$ cat src/hdl/resonator_bank_band_meter_defines.svh
// ----------------------------------------------------------------------------
// Resonator bank band meter assertion macros
// Concurrent assertion wrappers clocked on clk, disabled while arst_n is low.
// ----------------------------------------------------------------------------
`ifndef RESONATOR_BANK_BAND_METER_DEFINES_SVH
`define RESONATOR_BANK_BAND_METER_DEFINES_SVH

`ifndef ASSERT_OFF
`define RBBM_ASSERT(name, prop, msg) \
	name: assert property (@(posedge clk) disable iff (!arst_n) prop) else $error(msg);
`define RBBM_ASSERT_IMP(name, ante, cons, msg) \
	name: assert property (@(posedge clk) disable iff (!arst_n) (ante) |-> (cons)) \
		else $error(msg);
`else
`define RBBM_ASSERT(name, prop, msg)
`define RBBM_ASSERT_IMP(name, ante, cons, msg)
`endif

`endif

$ cat src/hdl/rbbm_pkg.sv
// ----------------------------------------------------------------------------
// rbbm_pkg
// Shared constants, configuration struct and log2 table for the band meter.
// ----------------------------------------------------------------------------
package rbbm_pkg;

	localparam int NUM_BANDS       = 32;
	localparam int LOG_TABLE_DEPTH = 1024;
	localparam int BAND_W          = $clog2(NUM_BANDS);
	localparam int LOG_IDX_W       = $clog2(LOG_TABLE_DEPTH);
	localparam int DATA_W          = 24;
	localparam int SAMPLE_W        = 16;
	localparam int SEL_W           = 5;
	localparam int PADDR_W         = 3;
	localparam int PDATA_W         = 32;

	localparam logic [DATA_W-1:0] DECAY_RST = 24'd16750866;
	localparam logic [DATA_W-1:0] FB2_RST   = 24'hE05022;   // -2076638
	localparam logic [DATA_W-1:0] GATE_MIN  = 24'd1049;     // 0.001
	localparam logic [DATA_W-1:0] ENV_FLOOR = 24'd11;       // 1e-5
	localparam logic [31:0]       LOG_OFFSET = 32'd2123366;  // 2.025
	localparam logic [20:0]       LOG_SCALE  = 21'd1810970;
	localparam logic [24:0]       BAR_OFFSET = 25'd1843427;
	localparam logic [27:0]       DIV5_MUL   = 28'd214748365; // ceil(2^30/5)
	localparam logic [DATA_W-1:0] MAX24U     = 24'hFFFFFF;

	// register index, taken from paddr[2]
	localparam logic REG_DECAY = 1'b0;
	localparam logic REG_FB2   = 1'b1;

	typedef struct packed {
		logic        [DATA_W-1:0] decay;
		logic signed [DATA_W-1:0] fb2;
	} cfg_t;

	typedef logic [DATA_W-1:0] log_rom_t [LOG_TABLE_DEPTH];

	// T[k] = log2(1 + (2k+1)/(2*DEPTH)) in Q.24, by repeated squaring
	function automatic log_rom_t build_log_rom();
		log_rom_t    rom;
		logic [63:0] m;
		logic [23:0] r;
		for (int k = 0; k < LOG_TABLE_DEPTH; k++) begin
			m = (64'd1 << 30) + ((64'(2 * k + 1) << 30) >> (LOG_IDX_W + 1));
			r = '0;
			for (int i = 0; i < 24; i++) begin
				m = (m * m) >> 30;
				r = r << 1;
				if (m >= (64'd1 << 31)) begin
					m = m >> 1;
					r[0] = 1'b1;
				end
			end
			rom[k] = r;
		end
		return rom;
	endfunction

	localparam log_rom_t LOG_ROM = build_log_rom();

endpackage

$ cat src/hdl/rbbm_regs.sv
// ----------------------------------------------------------------------------
// rbbm_regs
// APB configuration registers: envelope decay and shared second feedback.
// ----------------------------------------------------------------------------
module rbbm_regs (
	input  logic                          clk,
	input  logic                          arst_n,
	input  logic                          psel,
	input  logic                          penable,
	input  logic                          pwrite,
	input  logic [rbbm_pkg::PADDR_W-1:0]  paddr,
	input  logic [rbbm_pkg::PDATA_W-1:0]  pwdata,
	output logic [rbbm_pkg::PDATA_W-1:0]  prdata,
	output logic                          pready,
	output rbbm_pkg::cfg_t                cfg
);

	rbbm_pkg::cfg_t cfg_q;
	logic           wr_en;

	assign pready = 1'b1;
	assign wr_en  = psel && penable && pwrite;
	assign cfg    = cfg_q;

	always_ff @(posedge clk or negedge arst_n) begin
		if (!arst_n) begin
			cfg_q.decay <= rbbm_pkg::DECAY_RST;
			cfg_q.fb2   <= rbbm_pkg::FB2_RST;
		end else if (wr_en) begin
			case (paddr[2])
				rbbm_pkg::REG_DECAY: cfg_q.decay <= pwdata[rbbm_pkg::DATA_W-1:0];
				rbbm_pkg::REG_FB2:   cfg_q.fb2   <= pwdata[rbbm_pkg::DATA_W-1:0];
				default: ;
			endcase
		end
	end

	always_comb begin
		case (paddr[2])
			rbbm_pkg::REG_DECAY: prdata = rbbm_pkg::PDATA_W'(cfg_q.decay);
			rbbm_pkg::REG_FB2:   prdata = rbbm_pkg::PDATA_W'(cfg_q.fb2);
			default:             prdata = '0;
		endcase
	end

endmodule

$ cat config.mk
export PLATFORM = sky130hd
export DESIGN_NAME = rbbm_regs
export DESIGN_NICKNAME = d
export VERILOG_FILES = /design/src/hdl/resonator_bank_band_meter_defines.svh /design/src/hdl/rbbm_pkg.sv /design/src/hdl/rbbm_regs.sv
export SDC_FILE = /design/constraint.sdc
export NUM_CORES = 1
export LEC_CHECK = 0
export BUFFER_PORTS_ARGS = -buffer_cell sky130_fd_sc_hd__buf_2
export CORE_ASPECT_RATIO = 1.4
export CORE_MARGIN = 1.5
export CORE_UTILIZATION = 40
export DETAILED_ROUTE_END_ITERATION = 12
export PLACE_DENSITY = 0.82
export REMOVE_ABC_BUFFERS = 1
export SYNTH_ARGS = -nofsm -noshare
export SYNTH_HDL_FRONTEND = slang
export SYNTH_SLANG_ARGS = --single-unit
$ cat constraint.sdc
create_clock -name clk -period 1.6 [get_ports clk]
set_input_delay 0.16 -clock clk [delete_from_list [all_inputs] [get_ports clk]]
set_output_delay 0.16 -clock clk [all_outputs]
set_load 0.01 [all_outputs]
==> results.cfg, run 1 <==
[status]
outcome = finished, final reports clean

[sta]
rsz0062_at_grt = no
slew_violations = 0
skew_ns = 0
finalHoldViolCount = 0
setup_tns_ns = 0
setup_viol = 0
fin_crit_ns = 1.38
period_share_pct = 86.4
max_freq_mhz = 723

[cts]
cts_tree = done
clock_sinks = 48
postCtsSetupBuffers = 0
cts_max_level = 2
cts_buffers = 5
cts-root-buf = clkbuf_8
path_clk_slew_ns = 0.08
clkLatencyLatePin_ns = 0.29
cts_max_path_buffers = 2

[hold_path]
hold_path_depth = 2
hold_class = in -> reg

[worst_setup_path]
end_kind = output port
crit_arrival_ns = 1.22
required_ns = 1.44
path_max_fanout = 8
setup.worst_path.class = reg -> out
reg2regPathDepth = 1
start_kind = register

[final_layout]
finalCoreUtilization_pct = 54.5
num_antenna_cells = 0
postLayoutCellArea_um2 = 3010
mostFrequentLayoutCell = buf_2
fin_nets = 288
synthToLayoutAreaGrowth_pct = 31.2
final_cell_mix = 109 x buf_2, 51 x mux2_2, 27 x dfrtp_1, 21 x dfstp_2, 20 x mux2_4
fill_cells = 470
drive_gt1_share_pct = 87.1
largest_register_ffs = 48

[floorplan]
die_h_um = 92.6
core_um2 = 5530
die_area_um2 = 6210
initial_core_util_pct = 41.5
pin_count = 121
row_count = 32
die_x_um = 67.0

[power]
total_power_mw = 3.83
cellPowerDensity_nw_per_um2 = 1270
leakagePower_nw = 1.55
max-vdd-ir-drop_mv = 0.665

[place]
placed_area_um2 = 2900
port_buffers = 109
dp_hpwl_um = 3660
gp_congestion = 0.736

[logic_synthesis]
ys_types = 12
seq_area_frac_synth_pct = 53.5
netlist_area_um2 = 2290
ys_ff_latch = 48
postSynthAreaPerCell_um2 = 16.5
ys_warn_count = 0
synth_cells = 139

[run]
cap_violations = 0

[routing]
num_vias = 1543
drtPass1Iterations = 4
drc = 0
avgViaCountPerCell = 4.87
drt_iter0_drc = 45
ant_nets = 0
wl_per_cell_um = 15.3
routed_wl_um = 4860

[global_routing]
grt_pass1_vias = 1551
grt_pass1_wl_um = 7510
gr-total-overflow = 0
grt_use_total_pct = 16.1
antenna_found_initial = 0
grt_start_max_net_pins = 25
## metrics by stage
| step | hold WS (ns) | setup WS (ns) | std cells |
|---|---|---|---|
| 6_report | 0.0884 | 0.218 | 317 |
| 5_1_grt | 0.0837 | 0.138 | 317 |
| 4_1_cts | 0.0767 | 0.197 | 317 |
| 3_5_place_dp | 0.0702 | 0.299 | 308 |
| 3_3_place_gp | 0.0684 | 0.320 | 308 |
| 2_1_floorplan | -0.136 | 0.267 | 124 |
## worst max-delay path, cell delays in order (launching register included)
cell and delay, ns:
dfstp_2 0.55, and2_1 0.21, buf_2 0.16
## timing repair
item | 4_1_cts | 5_1_grt
hold buffers | 1 | 0
hold endpoints to repair | 9 | 0
gates resized for setup | 0 | 0
## per-layer routing
layer	track usage [%]	wire length, um
met1	17.9	1790
met2	29.7	2790
met3	2.31	207
met4	6.29	76
met5	0	0
## where the power goes
group	switching, mW	internal, mW
Combinational	0.567	0.718
Sequential	0.198	1.57
Clock	0.379	0.395
## cell type report
| cell class | instances | area (um2) | share of cell area [%] |
|---|---|---|---|
| repair buffers | 117 | 658 | 21.9 |
| clock buffers | 8 | 100 | 3.32 |
| multi-input cells | 76 | 941 | 31.2 |
| flip-flops and latches | 48 | 1230 | 40.8 |
| well taps | 68 | 85.1 | 2.83 |
## kinds of logic (layout without fill, tap and decap cells)
logic type             Yosys count  after routing  share of synthesized area, %
muxes                           72             72                          38.6
DFF                             48             48                          53.5
buffers and inverters           15            125                          5.51
and+or+nand+nor                  3              3                          2.24
other                            1              1                         0.163
## cell usage after synthesis (all sizes together)
library cell  count  share of area, %
mux2             72                39
conb              1              0.16
nand4             1              0.93
and2              1              0.27
dfstp            21                24
buf              15               5.5
dfrtp            27                29
nand4b            1               1.0
## path summary, 6_finish.rpt
path	from	endpoint	slack (ns)
max	cfg[23]	prdata[31]	0.22
min	pwdata[20]	cfg[20]	0.09
max reg2reg	cfg[20]	cfg[20]	0.81
min reg2reg	cfg[20]	cfg[20]	0.52
max in group asynchronous	arst_n	cfg[42]	0.76
min in group asynchronous	arst_n	cfg[24]	0.29
Note: power is estimated with default switching activity, not from simulation.
==> run 2, diff against run 1 <==
- ABC_AREA: default -> 1
==> results.cfg, run 2 <==
[status]
outcome = finished, final reports clean

[sta]
relSlewSlack_pct = 65.1
period_share_pct = 86.6
finalHoldViolCount = 0
worstMarginPinSlew_ns = 0.524
slew_violations = 0
fin_crit_ns = 1.39
max_freq_mhz = 721
hold_slack_ns = 0.0905
setup_viol = 0
skew_ns = 0
rsz0062_at_grt = no

[worst_setup_path]
setup.worst_path.class = reg -> out
cp-endpoint = prdata[28]
r2r_slack_ns = 0.86
path_max_fanout = 8
rr_endpoint = cfg[28]
start_kind = register
cp-startpoint = cfg[23]
r2r-start = cfg[28]
reg2regPathDepth = 2
required_ns = 1.44
crit_arrival_ns = 1.23
end_kind = output port

[floorplan]
die_x_um = 67.0
core_um2 = 5530
die_h_um = 92.6
die_area_um2 = 6210
row_count = 32
pin_count = 121
initial_core_util_pct = 41.6

[cts]
path_clk_slew_ns = 0.08
cts_buffers = 5
cts-root-buf = clkbuf_8
clock_sinks = 48
postCtsSetupBuffers = 0
cts_max_path_buffers = 2
clkLatencyLatePin_ns = 0.29
cts_tree = done
cts_max_level = 2

[logic_synthesis]
ys_types = 13
synth_top_cell_by_area = dfrtp_1
yosysMostFrequentCell = nand2_1
netlist_area_um2 = 2300
seq_area_frac_synth_pct = 53.5
synth_cells = 299
synth-edff-count = 0
synth_top_area_share_pct = 29.4
ys_warn_count = 0
synth_area_leaders = dfrtp_1 29%, nand2_1 28%, dfstp_2 24%
ys.flop_type = dfrtp_1
postSynthAreaPerCell_um2 = 7.68
ys_top_cells_by_count = 169 x nand2_1, 48 x nand3_1, 27 x dfrtp_1
async_reset_ff_share_pct = 100
ys_ff_latch = 48

[place]
gp_congestion = 0.724
port_buffers = 109
post-place-cells = 455
dp_hpwl_um = 3760

[power]
cellPowerDensity_nw_per_um2 = 1150
p_int_mw = 2.29
clkPwrFrac_pct = 20.8
power.switching_mw = 1.12
comb_power_share_pct = 29.8
leakagePower_nw = 1.77
max-vdd-ir-drop_mv = 0.639
p_seq_share_pct = 49.4
swShare_pct = 32.9

[routing]
num_vias = 2276
ant_nets = 0
topRoutingLayerUsed = met4
drc = 0
wl_met2_um = 2950
wl_met1_um = 2390
drtPass1Iterations = 4
wl_per_cell_um = 12.5
drt_iter0_drc = 169
routed_wl_um = 5790
wl_met3_um = 373
avgViaCountPerCell = 4.91

[global_routing]
antenna_found_initial = 0
grt_start_max_net_pins = 50
gr-total-overflow = 0
grt_pass1_vias = 1998
grt_use_total_pct = 19.1
grt_pass1_wl_um = 9110

[final_layout]
fin_nets = 435
mostFrequentLayoutCell = nand2_1
drive_gt1_share_pct = 36.4
synthToLayoutAreaGrowth_pct = 29.2
final_cells = 464
final_cell_mix = 169 x nand2_1, 109 x buf_2, 48 x nand3_1, 27 x dfrtp_1, 21 x dfstp_2
largest_register_ffs = 48
num_antenna_cells = 0

[hold_path]
hold_class = in -> reg

[run]
cap_violations = 0
run 2: worst min-delay path by stage:
| stage | startpoint | to | slack [ns] | cells after the start |
|---|---|---|---|---|
| floorplan | arst_n | cfg[0] | -0.14 | 0 |
| global placement | arst_n | cfg[11] | 0.16 | 1 |
| detailed placement | arst_n | cfg[11] | 0.17 | 1 |
| CTS | pwdata[14] | cfg[14] | 0.08 | 3 |
| global route | pwdata[12] | cfg[36] | 0.07 | 3 |
| finish | pwdata[14] | cfg[14] | 0.09 | 3 |
run 2: through the flow:
stage	setup slack, ns	power [mW]	cell area (um2)	util, %	TNS [ns]
global route	0.127	3.68	2970	53.7	0
detailed placement	0.344	2.74	2870	51.9	0
CTS	0.199	3.47	2970	53.7	0
floorplan	-0.413	2.19	2130	-	-18.10
global placement	0.372	2.70	2870	51.9	0
finish	0.214	3.42	2970	53.7	0
run 2: repair_timing:
item	4_1_cts	5_1_grt
hold buffers	1	0
endpoints found under the hold margin	15	0
resized for setup	0	0
run 2: cell type report:
cell class / instances / area, um2
Multi-Input combinational cell: 221 / 902
Inverter: 3 / 11.3
Clock buffer: 8 / 90.1
Fill cell: 538 / 2560
Sequential cell: 48 / 1230
Tap cell: 68 / 85.1
Timing Repair Buffer: 116 / 651
run 2: critical path, stage by stage (launching register included):
cell     delay (ns)
dfstp_2        0.55
nand2_1        0.06
inv_1          0.16
buf_2          0.17
run 2: metal layers:
metal / track usage (%) / vias up
li1: - / 1112
met1: 23.4 / 1065
met2: 33.1 / 91
met3: 4.13 / 8
met4: 5.61 / 0
met5: 0 / -
run 2: logic make-up (layout without fill, tap and decap cells):
| logic type | count (synthesis) | in the layout | synth area share [%] |
|---|---|---|---|
| buffers and inverters | 30 | 127 | 7.57 |
| flip-flops | 48 | 48 | 53.5 |
| other | 1 | 1 | 0.163 |
| AND/OR/NAND/NOR | 220 | 220 | 38.8 |
run 2: power groups by stage:
stage | sequential (mW) | clock [mW] | combinational, mW
after floorplan | 1.81 | 0 | 0.385
after global placement | 1.70 | 0 | 1.00
after detailed placement | 1.70 | 0 | 1.03
after CTS | 1.69 | 0.750 | 1.04
after global routing | 1.72 | 0.806 | 1.15
final | 1.69 | 0.712 | 1.02
==> run 3, diff against run 2 <==
- CELL_PAD_IN_SITES_DETAIL_PLACEMENT: default -> 1
- CELL_PAD_IN_SITES_GLOBAL_PLACEMENT: default -> 1
- CORE_UTILIZATION: 40 -> 33
- CTS_CLUSTER_SIZE: default -> 12
- PLACE_DENSITY: 0.82 -> 0.95
==> results.cfg, run 3 (same netlist as run 2, synthesis figures left out) <==
[status]
outcome = finished, final reports clean

[floorplan]
initial_core_util_pct = 34.5
die_h_um = 102
core_um2 = 6660
pin_count = 121
die_area_um2 = 7470
die_x_um = 73.5
row_count = 35

[routing]
wl_per_cell_um = 14.4
ant_nets = 0
drtPass1Iterations = 4
routed_wl_um = 7080
num_vias = 2336
drt_iter0_drc = 89
avgViaCountPerCell = 4.74
drc = 0

[cts]
postCtsSetupBuffers = 0
cts-root-buf = clkbuf_8
clock_sinks = 48
path_clk_slew_ns = 0.09
cts_max_path_buffers = 2
cts_buffers = 5
cts_resized = 0
cts_tree = done
cts.hold.buffers_added = 1
clkLatencyLatePin_ns = 0.29
cts_max_level = 2

[worst_setup_path]
crit_arrival_ns = 1.25
setup.worst_path.class = reg -> out
start_kind = register
reg2regPathDepth = 2
path_max_fanout = 8
required_ns = 1.44
end_kind = output port

[place]
gp_congestion = 0.743
port_buffers = 109
dp_slack_ns = 0.333
dp_hpwl_um = 5200

[sta]
fin_crit_ns = 1.41
hold_slack_ns = 0.0889
slew_violations = 0
setup_viol = 0
max_freq_mhz = 711
relSlewSlack_pct = 59.3
fin_ws_ns = 0.193
rsz0062_at_grt = no
worstMarginPinSlew_ns = 0.610
skew_ns = 0
finalHoldViolCount = 0
period_share_pct = 88.0

[final_layout]
num_antenna_cells = 0
fin_nets = 440
largest_register_ffs = 48
synthToLayoutAreaGrowth_pct = 30.7
fill_cells = 887
drive_gt1_share_pct = 37.4
mostFrequentLayoutCell = nand2_1
final_cell_mix = 169 x nand2_1, 109 x buf_2, 48 x nand3_1, 27 x dfrtp_1, 21 x dfstp_2

[run]
cap_violations = 0

[power]
cellPowerDensity_nw_per_um2 = 1200
leakagePower_nw = 1.79
total_power_mw = 3.60
max-vdd-ir-drop_mv = 0.437

[global_routing]
grt_start_max_net_pins = 49
grt_pass1_vias = 2392
antenna_found_initial = 1
grt_use_total_pct = 20.0
gr-total-overflow = 0
grt_pass1_wl_um = 11600

[hold_path]
hold_class = in -> reg
hold_path_depth = 3
==> run 3: cell types whose count changed in the layout (fill, tap and decap cells not counted), sizes merged <==
cell | before | now
buf | 115 | 120
clkbuf | 8 | 6
clkinv | 0 | 1
bufinv | 0 | 1
==> run 3: metal layers <==
layer / global-route usage [%] / share of wire [%]
met1: 23.0 / 39
met2: 37.1 / 56
met3: 3.48 / 3.8
met4: 5.98 / 1.5
met5: 0 / 0.14
==> run 3: layout make-up <==
| cell class | instances | area [um2] | area share (%) |
|---|---|---|---|
| clock buffers | 6 | 72.6 | 2.42 |
| flip-flops and latches | 48 | 1230 | 40.9 |
| multi-input cells | 221 | 902 | 30.1 |
| clock inverters | 2 | 35.0 | 1.17 |
| inverters | 3 | 11.3 | 0.375 |
| well taps | 92 | 115 | 3.83 |
| repair buffers | 121 | 638 | 21.3 |
==> run 3: final timing paths <==
path                                 start    endpoint  slack, ns
min in group asynchronous           arst_n     cfg[29]       0.49
worst max register to register     cfg[40]     cfg[40]       0.85
max in group asynchronous           arst_n     cfg[37]       0.70
worst min-delay path            pwdata[21]     cfg[45]       0.09
worst max-delay path               cfg[23]  prdata[26]       0.19
worst min register to register     cfg[42]     cfg[42]       0.47
==> run 3: per-stage QoR <==
stage	instance area, um2	std cells	util (%)	setup TNS, ns
final	3000	493	45.1	0
after global routing	3000	493	45.1	0
after CTS	3000	493	45.1	0
after detailed placement	2880	484	43.3	0
after global placement	2880	484	43.3	0
after floorplan	2130	272	-	-18.10
==> run 3: power breakdown <==
part	internal (mW)	total, mW	switching [mW]
combinational	0.421	1.04	0.615
clock	0.464	0.865	0.401
sequential	1.52	1.70	0.187
total	2.40	3.60	1.20
==> run 3: worst max-delay path: stages, from the launching register on <==
cell	delay (ns)
dfstp_2	0.55
nand2_1	0.07
inv_1	0.16
buf_2	0.17
